## config.mk

```make
export PLATFORM = sky130hd
export DESIGN_NAME = hpwl_move_delta_core
export DESIGN_NICKNAME = d
export VERILOG_FILES = /design/src/design/hmd_pkg.sv /design/src/design/hmd_front.sv /design/src/design/hmd_queue.sv /design/src/design/hmd_back.sv /design/src/design/hpwl_move_delta_core.sv
export SDC_FILE = /design/constraint.sdc
export NUM_CORES = 2
export LEC_CHECK = 0
export BUFFER_PORTS_ARGS = -buffer_cell sky130_fd_sc_hd__buf_2
export CAP_MARGIN = 25
export CORE_MARGIN = 10
export CORE_UTILIZATION = 30
export DETAILED_ROUTE_END_ITERATION = 8
export SLEW_MARGIN = 30
export SYNTH_ARGS = -nofsm -noshare
export SYNTH_HDL_FRONTEND = slang
export SYNTH_SLANG_ARGS = --single-unit
```

## constraint.sdc

```tcl
create_clock -name clk -period 18 [get_ports clk]
set_clock_uncertainty 0.2 [all_clocks]
set_input_delay 2.7 -clock clk [delete_from_list [all_inputs] [get_ports clk]]
set_output_delay 2.7 -clock clk [all_outputs]
set_load 0.01 [all_outputs]
```

## src/design/hmd_pkg.sv

```systemverilog
// Package for the half-perimeter wirelength move-delta core.
// Holds field widths, default sizes, queue status type and width helpers.
// Used by every module of the block; depends on nothing else.
package hmd_pkg;

	// Default sizes of the configurable fields.
	localparam int COORD_WIDTH_DEF  = 32;
	localparam int WEIGHT_WIDTH_DEF = 16;

	// Fixed field widths.
	localparam int OFFSET_W = 24;
	localparam int NET_W    = 53;
	localparam int TOT_W    = 63;

	// Records of finished nets buffered between front and back.
	localparam int QUEUE_DEPTH = 4;

	// Status that the record queue reports to its neighbors.
	typedef struct packed {
		logic not_empty;
		logic room2;
	} hmd_qstat_t;

	// Width of a pin position: the wider of node and offset plus one carry bit.
	function automatic int pos_width(input int cw);
		pos_width = ((cw > OFFSET_W) ? cw : OFFSET_W) + 1;
	endfunction

	// Input tdata width: all tdata fields rounded up to whole bytes.
	function automatic int in_data_width(input int cw, input int ww);
		in_data_width = ((4 * cw + 2 * OFFSET_W + ww + 7) / 8) * 8;
	endfunction

endpackage

```

## src/design/hmd_front.sv

```systemverilog
// Front part of the move-delta core: forms pin positions and widens the boxes.
// At a net end it pushes the final old and new boxes plus weight as one record.
// Depends on hmd_pkg.
module hmd_front import hmd_pkg::*; #(
	parameter int COORD_WIDTH  = COORD_WIDTH_DEF,
	parameter int WEIGHT_WIDTH = WEIGHT_WIDTH_DEF,
	parameter int POS_W        = pos_width(COORD_WIDTH),
	parameter int REC_W        = 8 * POS_W + WEIGHT_WIDTH + 1
) (
	input  logic                           clk,
	input  logic                           arst_n,
	input  logic                           in_valid,
	output logic                           in_ready,
	input  logic signed [COORD_WIDTH-1:0]  node_x,
	input  logic signed [COORD_WIDTH-1:0]  node_y,
	input  logic signed [OFFSET_W-1:0]     pin_dx,
	input  logic signed [OFFSET_W-1:0]     pin_dy,
	input  logic                           is_moved,
	input  logic signed [COORD_WIDTH-1:0]  moved_x,
	input  logic signed [COORD_WIDTH-1:0]  moved_y,
	input  logic [WEIGHT_WIDTH-1:0]        net_weight,
	input  logic                           last_pin_of_net,
	input  logic                           last_of_query,
	input  hmd_qstat_t                     qstat,
	output logic                           push,
	output logic [REC_W-1:0]               push_data
);

	localparam logic signed [POS_W-1:0] POS_MAX = {1'b0, {(POS_W - 1){1'b1}}};
	localparam logic signed [POS_W-1:0] POS_MIN = {1'b1, {(POS_W - 1){1'b0}}};

	logic                            accept;
	logic signed [COORD_WIDTH-1:0]   cx, cy;
	logic signed [POS_W-1:0]         px, py, qx, qy;

	logic                            vld_s1;
	logic                            end_s1, qend_s1;
	logic [WEIGHT_WIDTH-1:0]         w_s1;
	logic signed [POS_W-1:0]         px_s1, py_s1, qx_s1, qy_s1;

	logic signed [POS_W-1:0]         omin_x_q, omax_x_q, omin_y_q, omax_y_q;
	logic signed [POS_W-1:0]         nmin_x_q, nmax_x_q, nmin_y_q, nmax_y_q;
	logic signed [POS_W-1:0]         omin_x, omax_x, omin_y, omax_y;
	logic signed [POS_W-1:0]         nmin_x, nmax_x, nmin_y, nmax_y;

	// A new pin is taken only while the queue can absorb this one and the one ahead.
	assign in_ready = qstat.room2;
	assign accept   = in_valid & in_ready;

	// Old and new pin positions; the new one uses the trial centre when moved.
	assign cx = is_moved ? moved_x : node_x;
	assign cy = is_moved ? moved_y : node_y;
	assign px = POS_W'(node_x) + POS_W'(pin_dx);
	assign py = POS_W'(node_y) + POS_W'(pin_dy);
	assign qx = POS_W'(cx) + POS_W'(pin_dx);
	assign qy = POS_W'(cy) + POS_W'(pin_dy);

	// Pin stage register.
	always_ff @(posedge clk or negedge arst_n) begin
		if (!arst_n) begin
			vld_s1 <= 1'b0;
		end else begin
			vld_s1 <= accept;
		end
	end

	always_ff @(posedge clk) begin
		if (accept) begin
			px_s1   <= px;
			py_s1   <= py;
			qx_s1   <= qx;
			qy_s1   <= qy;
			w_s1    <= net_weight;
			end_s1  <= last_pin_of_net | last_of_query;
			qend_s1 <= last_of_query;
		end
	end

	// Boxes widened by the staged pin.
	always_comb begin
		omin_x = (px_s1 < omin_x_q) ? px_s1 : omin_x_q;
		omax_x = (px_s1 > omax_x_q) ? px_s1 : omax_x_q;
		omin_y = (py_s1 < omin_y_q) ? py_s1 : omin_y_q;
		omax_y = (py_s1 > omax_y_q) ? py_s1 : omax_y_q;
		nmin_x = (qx_s1 < nmin_x_q) ? qx_s1 : nmin_x_q;
		nmax_x = (qx_s1 > nmax_x_q) ? qx_s1 : nmax_x_q;
		nmin_y = (qy_s1 < nmin_y_q) ? qy_s1 : nmin_y_q;
		nmax_y = (qy_s1 > nmax_y_q) ? qy_s1 : nmax_y_q;
	end

	// Box registers: cleared at reset and after each net end.
	always_ff @(posedge clk or negedge arst_n) begin
		if (!arst_n) begin
			omin_x_q <= POS_MAX;
			omax_x_q <= POS_MIN;
			omin_y_q <= POS_MAX;
			omax_y_q <= POS_MIN;
			nmin_x_q <= POS_MAX;
			nmax_x_q <= POS_MIN;
			nmin_y_q <= POS_MAX;
			nmax_y_q <= POS_MIN;
		end else if (vld_s1) begin
			if (end_s1) begin
				omin_x_q <= POS_MAX;
				omax_x_q <= POS_MIN;
				omin_y_q <= POS_MAX;
				omax_y_q <= POS_MIN;
				nmin_x_q <= POS_MAX;
				nmax_x_q <= POS_MIN;
				nmin_y_q <= POS_MAX;
				nmax_y_q <= POS_MIN;
			end else begin
				omin_x_q <= omin_x;
				omax_x_q <= omax_x;
				omin_y_q <= omin_y;
				omax_y_q <= omax_y;
				nmin_x_q <= nmin_x;
				nmax_x_q <= nmax_x;
				nmin_y_q <= nmin_y;
				nmax_y_q <= nmax_y;
			end
		end
	end

	// Net record, new box in the low bits, query-end flag on top.
	assign push      = vld_s1 & end_s1;
	assign push_data = {qend_s1, w_s1, omax_y, omin_y, omax_x, omin_x,
		nmax_y, nmin_y, nmax_x, nmin_x};

endmodule

```

## src/design/hmd_queue.sv

```systemverilog
// Short register queue of net records between front and back of the core.
// Reports not-empty and room for two more records.
// Depends on hmd_pkg.
module hmd_queue import hmd_pkg::*; #(
	parameter int WIDTH = 8,
	parameter int DEPTH = QUEUE_DEPTH
) (
	input  logic             clk,
	input  logic             arst_n,
	input  logic             push,
	input  logic [WIDTH-1:0] push_data,
	input  logic             pop,
	output logic [WIDTH-1:0] head,
	output hmd_qstat_t       qstat
);

	localparam int PTR_W = $clog2(DEPTH);
	localparam int CNT_W = $clog2(DEPTH + 1);

	logic [WIDTH-1:0] mem_q [DEPTH];
	logic [PTR_W-1:0] wr_ptr_q, rd_ptr_q;
	logic [CNT_W-1:0] count_q;

	// Storage; entries need no reset.
	always_ff @(posedge clk) begin
		if (push) begin
			mem_q[wr_ptr_q] <= push_data;
		end
	end

	// Pointers and fill count.
	always_ff @(posedge clk or negedge arst_n) begin
		if (!arst_n) begin
			wr_ptr_q <= '0;
			rd_ptr_q <= '0;
			count_q  <= '0;
		end else begin
			if (push) begin
				wr_ptr_q <= (wr_ptr_q == PTR_W'(DEPTH - 1)) ? '0 : wr_ptr_q + 1'b1;
			end
			if (pop) begin
				rd_ptr_q <= (rd_ptr_q == PTR_W'(DEPTH - 1)) ? '0 : rd_ptr_q + 1'b1;
			end
			if (push && !pop) begin
				count_q <= count_q + 1'b1;
			end else if (pop && !push) begin
				count_q <= count_q - 1'b1;
			end
		end
	end

	assign head            = mem_q[rd_ptr_q];
	assign qstat.not_empty = (count_q != '0);
	assign qstat.room2     = (count_q <= CNT_W'(DEPTH - 2));

endmodule

```

## src/design/hmd_back.sv

```systemverilog
// Back part of the move-delta core: spans, HPWL difference, weighting with
// saturation, and the saturating query total in the output register.
// Depends on hmd_pkg.
module hmd_back import hmd_pkg::*; #(
	parameter int WEIGHT_WIDTH = WEIGHT_WIDTH_DEF,
	parameter int POS_W        = pos_width(COORD_WIDTH_DEF),
	parameter int REC_W        = 8 * POS_W + WEIGHT_WIDTH + 1
) (
	input  logic                     clk,
	input  logic                     arst_n,
	input  logic [REC_W-1:0]         head,
	input  hmd_qstat_t               qstat,
	output logic                     pop,
	output logic                     out_valid,
	input  logic                     out_ready,
	output logic signed [NET_W-1:0]  net_delta,
	output logic signed [TOT_W-1:0]  total_delta,
	output logic                     query_done
);

	localparam int MAG_W = POS_W + 1;
	localparam int HALF  = MAG_W / 2;
	localparam int PW    = MAG_W + WEIGHT_WIDTH;
	localparam int CMP_W = (PW > NET_W + 1) ? PW : NET_W + 1;
	localparam logic [CMP_W-1:0] LIM_NEG = CMP_W'(1) << (NET_W - 1);
	localparam logic [CMP_W-1:0] LIM_POS = LIM_NEG - 1'b1;
	localparam logic signed [TOT_W-1:0] TOT_MAX = {1'b0, {(TOT_W - 1){1'b1}}};
	localparam logic signed [TOT_W-1:0] TOT_MIN = {1'b1, {(TOT_W - 1){1'b0}}};

	logic                           adv;
	logic [POS_W-1:0]               box [8];

	logic                           vld_s1, vld_s2, vld_s3, vld_s4, vld_s5, vld_s6;
	logic                           q_s1, q_s2, q_s3, q_s4, q_s5, q_s6;
	logic [WEIGHT_WIDTH-1:0]        w_s1, w_s2, w_s3;
	logic [POS_W-1:0]               snx_s1, sny_s1, sox_s1, soy_s1;
	logic [MAG_W-1:0]               sn_s2, so_s2;
	logic [MAG_W-1:0]               mag_s3;
	logic                           neg_s3, neg_s4, neg_s5;
	logic [HALF+WEIGHT_WIDTH-1:0]   pp_lo_s4;
	logic [PW-HALF-1:0]             pp_hi_s4;
	logic [PW-1:0]                  prod_s5;
	logic [CMP_W-1:0]               prod_c, prod_sat, lim;
	logic signed [NET_W-1:0]        net_s6;
	logic signed [TOT_W:0]          sum;
	logic signed [TOT_W-1:0]        tot;

	logic                           out_vld_q;
	logic signed [TOT_W-1:0]        run_q;

	// The whole back pipeline moves whenever the output register can load.
	assign adv = !out_vld_q || out_ready;
	assign pop = adv && qstat.not_empty;

	// Record fields: new box in slots 0..3, old box in slots 4..7.
	always_comb begin
		for (int k = 0; k < 8; k++) begin
			box[k] = head[k * POS_W +: POS_W];
		end
	end

	// Valid bits of the stages.
	always_ff @(posedge clk or negedge arst_n) begin
		if (!arst_n) begin
			vld_s1 <= 1'b0;
			vld_s2 <= 1'b0;
			vld_s3 <= 1'b0;
			vld_s4 <= 1'b0;
			vld_s5 <= 1'b0;
			vld_s6 <= 1'b0;
		end else if (adv) begin
			vld_s1 <= pop;
			vld_s2 <= vld_s1;
			vld_s3 <= vld_s2;
			vld_s4 <= vld_s3;
			vld_s5 <= vld_s4;
			vld_s6 <= vld_s5;
		end
	end

	// Stage 1: box spans. Spans are never negative, so POS_W unsigned bits hold them.
	always_ff @(posedge clk) begin
		if (adv) begin
			snx_s1 <= box[1] - box[0];
			sny_s1 <= box[3] - box[2];
			sox_s1 <= box[5] - box[4];
			soy_s1 <= box[7] - box[6];
			w_s1   <= head[8 * POS_W +: WEIGHT_WIDTH];
			q_s1   <= head[8 * POS_W + WEIGHT_WIDTH];
		end
	end

	// Stage 2: new and old half perimeters.
	always_ff @(posedge clk) begin
		if (adv) begin
			sn_s2 <= MAG_W'(snx_s1) + MAG_W'(sny_s1);
			so_s2 <= MAG_W'(sox_s1) + MAG_W'(soy_s1);
			w_s2  <= w_s1;
			q_s2  <= q_s1;
		end
	end

	// Stage 3: sign and magnitude of the difference.
	always_ff @(posedge clk) begin
		if (adv) begin
			neg_s3 <= so_s2 > sn_s2;
			mag_s3 <= (so_s2 > sn_s2) ? so_s2 - sn_s2 : sn_s2 - so_s2;
			w_s3   <= w_s2;
			q_s3   <= q_s2;
		end
	end

	// Stage 4: two partial products of magnitude times weight.
	always_ff @(posedge clk) begin
		if (adv) begin
			pp_lo_s4 <= mag_s3[HALF-1:0] * w_s3;
			pp_hi_s4 <= mag_s3[MAG_W-1:HALF] * w_s3;
			neg_s4   <= neg_s3;
			q_s4     <= q_s3;
		end
	end

	// Stage 5: full product.
	always_ff @(posedge clk) begin
		if (adv) begin
			prod_s5 <= (PW'(pp_hi_s4) << HALF) + PW'(pp_lo_s4);
			neg_s5  <= neg_s4;
			q_s5    <= q_s4;
		end
	end

	// Stage 6: clamp the product to the net range and apply the sign.
	always_comb begin
		prod_c   = CMP_W'(prod_s5);
		lim      = neg_s5 ? LIM_NEG : LIM_POS;
		prod_sat = (prod_c > lim) ? lim : prod_c;
	end

	always_ff @(posedge clk) begin
		if (adv) begin
			net_s6 <= neg_s5 ? -NET_W'(prod_sat) : NET_W'(prod_sat);
			q_s6   <= q_s5;
		end
	end

	// Saturating running total.
	always_comb begin
		sum = (TOT_W + 1)'(run_q) + (TOT_W + 1)'(net_s6);
		if (sum[TOT_W] != sum[TOT_W-1]) begin
			tot = sum[TOT_W] ? TOT_MIN : TOT_MAX;
		end else begin
			tot = sum[TOT_W-1:0];
		end
	end

	// Output register and query accumulator.
	always_ff @(posedge clk or negedge arst_n) begin
		if (!arst_n) begin
			out_vld_q <= 1'b0;
			run_q     <= '0;
		end else if (adv) begin
			out_vld_q <= vld_s6;
			if (vld_s6) begin
				run_q <= q_s6 ? '0 : tot;
			end
		end
	end

	always_ff @(posedge clk) begin
		if (adv && vld_s6) begin
			net_delta   <= net_s6;
			total_delta <= tot;
			query_done  <= q_s6;
		end
	end

	assign out_valid = out_vld_q;

endmodule

```

## src/design/hpwl_move_delta_core.sv

```systemverilog
// Top level of the half-perimeter wirelength move-delta core.
// Instantiates hmd_front, hmd_queue and hmd_back; depends on hmd_pkg.
//
// Usage: the slave stream carries one pin per request; tlast marks the last
// pin of a net, tuser[1] the last pin of the query, tuser[0] a moved node.
// Each net end produces one request on the master stream holding the weighted
// half-perimeter change of that net and the saturating total of the query so
// far; master tlast marks the final total of a query, after which the total
// restarts at zero.
// Throughput is one pin per cycle while s_axis_tready is high. After the edge
// that accepts its last pin, a net result passes through the pin stage, the
// queue entry, six back stages and the output register in that order.
// When the master side stalls, results collect in a four-entry record queue;
// s_axis_tready drops once it holds three records, so a stall reaches the
// input only after a few net ends.
// Reset clears all boxes, the query total, the queue and the valid flags;
// s_axis_tready is high right after reset.
module hpwl_move_delta_core import hmd_pkg::*; #(
	parameter int COORD_WIDTH  = COORD_WIDTH_DEF,
	parameter int WEIGHT_WIDTH = WEIGHT_WIDTH_DEF,
	localparam int IN_DATA_W   = in_data_width(COORD_WIDTH, WEIGHT_WIDTH),
	localparam int OUT_DATA_W  = ((NET_W + TOT_W + 7) / 8) * 8
) (
	input  logic                  clk,
	input  logic                  arst_n,
	input  logic                  s_axis_tvalid,
	output logic                  s_axis_tready,
	// node_x, node_y, pin_dx, pin_dy, moved_x, moved_y, net_weight, zero fill
	input  logic [IN_DATA_W-1:0]  s_axis_tdata,
	// is_moved, last_of_query
	input  logic [1:0]            s_axis_tuser,
	input  logic                  s_axis_tlast,
	output logic                  m_axis_tvalid,
	input  logic                  m_axis_tready,
	// net_delta, total_delta, zero fill
	output logic [OUT_DATA_W-1:0] m_axis_tdata,
	output logic                  m_axis_tlast
);

	localparam int POS_W     = pos_width(COORD_WIDTH);
	localparam int REC_W     = 8 * POS_W + WEIGHT_WIDTH + 1;
	localparam int OUT_PAD_W = OUT_DATA_W - NET_W - TOT_W;
	localparam int NY_LO     = COORD_WIDTH;
	localparam int OX_LO     = 2 * COORD_WIDTH;
	localparam int OY_LO     = OX_LO + OFFSET_W;
	localparam int MX_LO     = OY_LO + OFFSET_W;
	localparam int MY_LO     = MX_LO + COORD_WIDTH;
	localparam int W_LO      = MY_LO + COORD_WIDTH;

	logic                    push, pop;
	logic [REC_W-1:0]        push_data, head;
	hmd_qstat_t              qstat;
	logic signed [NET_W-1:0] net_delta;
	logic signed [TOT_W-1:0] total_delta;

	// Pin intake and bounding boxes.
	hmd_front #(
		.COORD_WIDTH (COORD_WIDTH),
		.WEIGHT_WIDTH(WEIGHT_WIDTH),
		.POS_W       (POS_W),
		.REC_W       (REC_W)
	) u_front (
		.clk            (clk),
		.arst_n         (arst_n),
		.in_valid       (s_axis_tvalid),
		.in_ready       (s_axis_tready),
		.node_x         (s_axis_tdata[COORD_WIDTH-1:0]),
		.node_y         (s_axis_tdata[NY_LO +: COORD_WIDTH]),
		.pin_dx         (s_axis_tdata[OX_LO +: OFFSET_W]),
		.pin_dy         (s_axis_tdata[OY_LO +: OFFSET_W]),
		.is_moved       (s_axis_tuser[0]),
		.moved_x        (s_axis_tdata[MX_LO +: COORD_WIDTH]),
		.moved_y        (s_axis_tdata[MY_LO +: COORD_WIDTH]),
		.net_weight     (s_axis_tdata[W_LO +: WEIGHT_WIDTH]),
		.last_pin_of_net(s_axis_tlast),
		.last_of_query  (s_axis_tuser[1]),
		.qstat          (qstat),
		.push           (push),
		.push_data      (push_data)
	);

	// Net records waiting for the back part.
	hmd_queue #(
		.WIDTH(REC_W),
		.DEPTH(QUEUE_DEPTH)
	) u_queue (
		.clk      (clk),
		.arst_n   (arst_n),
		.push     (push),
		.push_data(push_data),
		.pop      (pop),
		.head     (head),
		.qstat    (qstat)
	);

	// Weighting and totals.
	hmd_back #(
		.WEIGHT_WIDTH(WEIGHT_WIDTH),
		.POS_W       (POS_W),
		.REC_W       (REC_W)
	) u_back (
		.clk        (clk),
		.arst_n     (arst_n),
		.head       (head),
		.qstat      (qstat),
		.pop        (pop),
		.out_valid  (m_axis_tvalid),
		.out_ready  (m_axis_tready),
		.net_delta  (net_delta),
		.total_delta(total_delta),
		.query_done (m_axis_tlast)
	);

	assign m_axis_tdata = {{OUT_PAD_W{1'b0}}, total_delta, net_delta};

endmodule

```

==> metrics.txt <==
RR Endpoint=u_back.pp_hi_s4[30]$_DFFE_PN_; antenna violations before repair=12; nets=12.4k; measured slew at the worst slew-check pin=1.10 ns; Ys Warns=0; P&R area growth vs syn=12.6%; Hold Crit Start=u_back.w_s2[8]$_DFFE_PN_; detailed placer's ending HPWL=233000 um; DRC errors left=0; Critical Path End Type=flip-flop; CP delay by family, top=adder cells; Die Y=675 um; max cap viols=0; Hold-fix buffers, CTS=0; RSZ-0062 raised after global routing=false; EDFF count, synth=1851; GPL Wtd Cong=0.870; Std-Cell Core Area=427000 sq um; status=complete, no violations; Post-CTS Resized=0; Top cell by count, worst path=fa_1; asr flop ratio synth=0.156; largest net degree at the start of global routing=167; Synth Cell Area=129000 sq um; PortBufs=317; worst path arrival time=7.57 ns; Clock Path Buffers=4; grt total ovfl=0; ys flop type=edfxtp_1; slowest cell on the critical path=edfxtp_1; Tot GR Track Use=0.137; fin crit share=0.396; crit path kind=flip-flop to flip-flop; Mapped Cells=10.5k; Worst Hold End=u_back.w_s3[8]$_DFFE_PN_; fill count=42.0k; fin. max-slew vios=0; die area=456000 sq um; routed len/inst=19.3 um; clock sink count=2193; Detail Route Antenna Nets=0; Min Hold Slack=0.212 ns; Max FO, Critical Path=16; drt first-iter violations=6240; syn avg cell area=12.3 sq um; Vias/cell=4.92; FMAX=0.140 GHz; layout cells sized above 1=0.132; vias after detailed routing=82.1k; Yosys cell types=81; Buf/Inv on CP=4; cell depth of the worst flop-to-flop path=22; cts bufs inserted=235; area fraction of the dominant cell type after synthesis=0.432; slew margin rel.=0.266; Starting Density=0.301; final wirelength=321000 um; Clk pin slew, worst setup/hold paths=0.08 ns; H-tree levels=4; setup violators final=0; drt pass-1 iters=5; Clock Latency Late Sink=0.94 ns; FP Rows=240; Total Neg Setup Slack=0 ns; main area contributors after synthesis=edfxtp_1 43%, ha_1 9.2%, fa_1 6.7%; I/O pin count=322; post-synthesis sequential area ratio=0.500; CTS tree=yes; reg2reg start=u_back.mag_s3[24]$_DFFE_PN_; R2R Setup Slk=10.87 ns; flops & latches, synth=2193; WHS Path Cells=0; die width=675 um; min cycle time layout=7.13 ns; CP Data Required Time=18.44 ns; final hold vios=0; Min-Delay Path Class=flip-flop to flip-flop; vias in the first global route=82.0k; Worst setup startpoint=u_back.mag_s3[24]$_DFFE_PN_; area leader, netlist=edfxtp_1; Root Driver=clkbuf_16; CP cell instances=and2_1 > fa_1 > inv_1 > fa_1 > fa_1 > inv_1 > fa_1 > fa_1 > inv_1 > fa_1 > inv_1 > ha_1 > and4_1 > o2111ai_1 > o211ai_1 > o211ai_1 > a31oi_1 > a311oi_1 > nor2_1 > and2_1 > o21ai_0 > a221oi_1; crit-path max cell delay=0.70 ns; CP startpoint kind=flip-flop; number of setup buffers added after CTS=0; global-route wire length before repair=497000 um
==> sequential cells by signal, indices dropped and copies added (netlist names), 34 cells and up <==
name and count:
u_queue.mem_q 1124, u_back.run_q 63, u_back.total_delta 63, u_back.net_delta 53, u_back.net_s6 53, u_back.prod_s5 50, u_back.mag_s3 34, u_back.sn_s2 34
u_back.so_s2 34
==> cell usage in the layout (no fill, tap or decap), types with 33 or more instances in the layout <==
cell type / n
edfxtp_1: 1851
inv_1: 1096
ha_1: 945
nand2_1: 790
a21oi_1: 588
o21ai_0: 556
fa_1: 431
nor2_1: 366
xnor2_1: 362
a21o_1: 316
buf_2: 315
and2_1: 289
mux4_2: 277
clkbuf_16: 238
dfrtp_1: 207
mux2_2: 174
xor2_1: 142
dfstp_2: 132
nand3_1: 129
o21a_1: 95
o22a_1: 95
nand4_1: 92
nor3_1: 89
o21bai_1: 87
buf_4: 83
nand2b_1: 81
a22o_1: 79
nor2b_1: 78
a31oi_1: 70
and3_1: 55
o31a_1: 46
o31ai_1: 43
a211oi_1: 42
clkinv_2: 41
or3_1: 39
o211ai_1: 39
clkinv_1: 38
o221ai_1: 37
clkbuf_1: 33
==> synth_stat cells (28+ instances only) <==
cell type	n
o21a_1	95
and3_1	59
mux4_2	277
ha_1	945
xor2_1	142
nor3_1	89
nand2_1	791
dfstp_2	132
nor2_1	368
o211ai_1	39
a31oi_1	70
nand4_1	92
fa_1	431
a21oi_1	593
a21o_1	316
o31a_1	46
mux2_2	174
nor2b_1	78
clkbuf_1	315
inv_1	1098
a211oi_1	42
edfxtp_1	1851
or3_1	39
o21bai_1	87
buf_1	58
and2_1	290
o22a_1	95
o22ai_1	28
o21ai_0	559
nand3_1	129
o221ai_1	38
dfrtp_1	210
nand2b_1	83
a22o_1	79
xnor2_1	362
o31ai_1	43
==> metrics by stage <==
stage	instances	area, sq um	utilization	worst slack (ns)
after floorplan	10500	129000	-	4.38
final	16700	145000	0.339	10.87
after CTS	16700	145000	0.339	10.93
after global placement	16200	137000	0.321	10.83
after detailed placement	16200	137000	0.321	10.77
after global routing	16700	145000	0.339	10.58
==> logic make-up (layout without fill, tap and decap cells) <==
group	after synthesis	after routing	share of synthesized area
simple gates	2125	2125	0.0797
flops	2193	2193	0.500
other cells	1	6	0.0000291
compound gates	2373	2373	0.120
mux	460	460	0.0644
buf+inv	1476	1944	0.0432
xor+xnor	504	504	0.0343
fa+ha+maj	1376	1376	0.159
==> how the worst max path moves through the flow <==
stage               slack [ns]  depth (start not counted)                       endpoint
finish                   10.87                         22  u_back.pp_hi_s4[30]$_DFFE_PN_
global route             10.58                         23  u_back.pp_hi_s4[30]$_DFFE_PN_
CTS                      10.93                         22  u_back.pp_hi_s4[31]$_DFFE_PN_
detailed placement       10.77                         16    u_front.qx_s1[32]$_DFFE_PP_
global placement         10.83                         16    u_front.qx_s1[32]$_DFFE_PP_
floorplan                 4.38                          7   u_back.run_q[37]$_DFFE_PN0P_
==> cell type report <==
type                    count  area (sq um)  area share
repair buffers            414          2480      0.0171
diodes                      2          5.00   0.0000345
well taps                5687          7120      0.0491
clock buffers             281          6220      0.0429
clock inverters           150          1650      0.0114
inverters                1099          4130      0.0285
multi-input cells        6842         59100       0.407
flip-flops and latches   2193         64300       0.444
==> routing by layer <==
layer  global-route usage  up-vias  wire length [um]  part of all wire
met1                0.191    40900            146000              0.46
met2                0.230     1995            152000              0.47
met3               0.0182      368             15900             0.049
li1                     -    38800                 -                 -
met5                    0        -                27          0.000084
met4               0.0300        4              6710             0.021
Power is left out: the tool's default activity adds up to more than one toggle a clock period on the data nets, which glitch-free logic cannot reach.
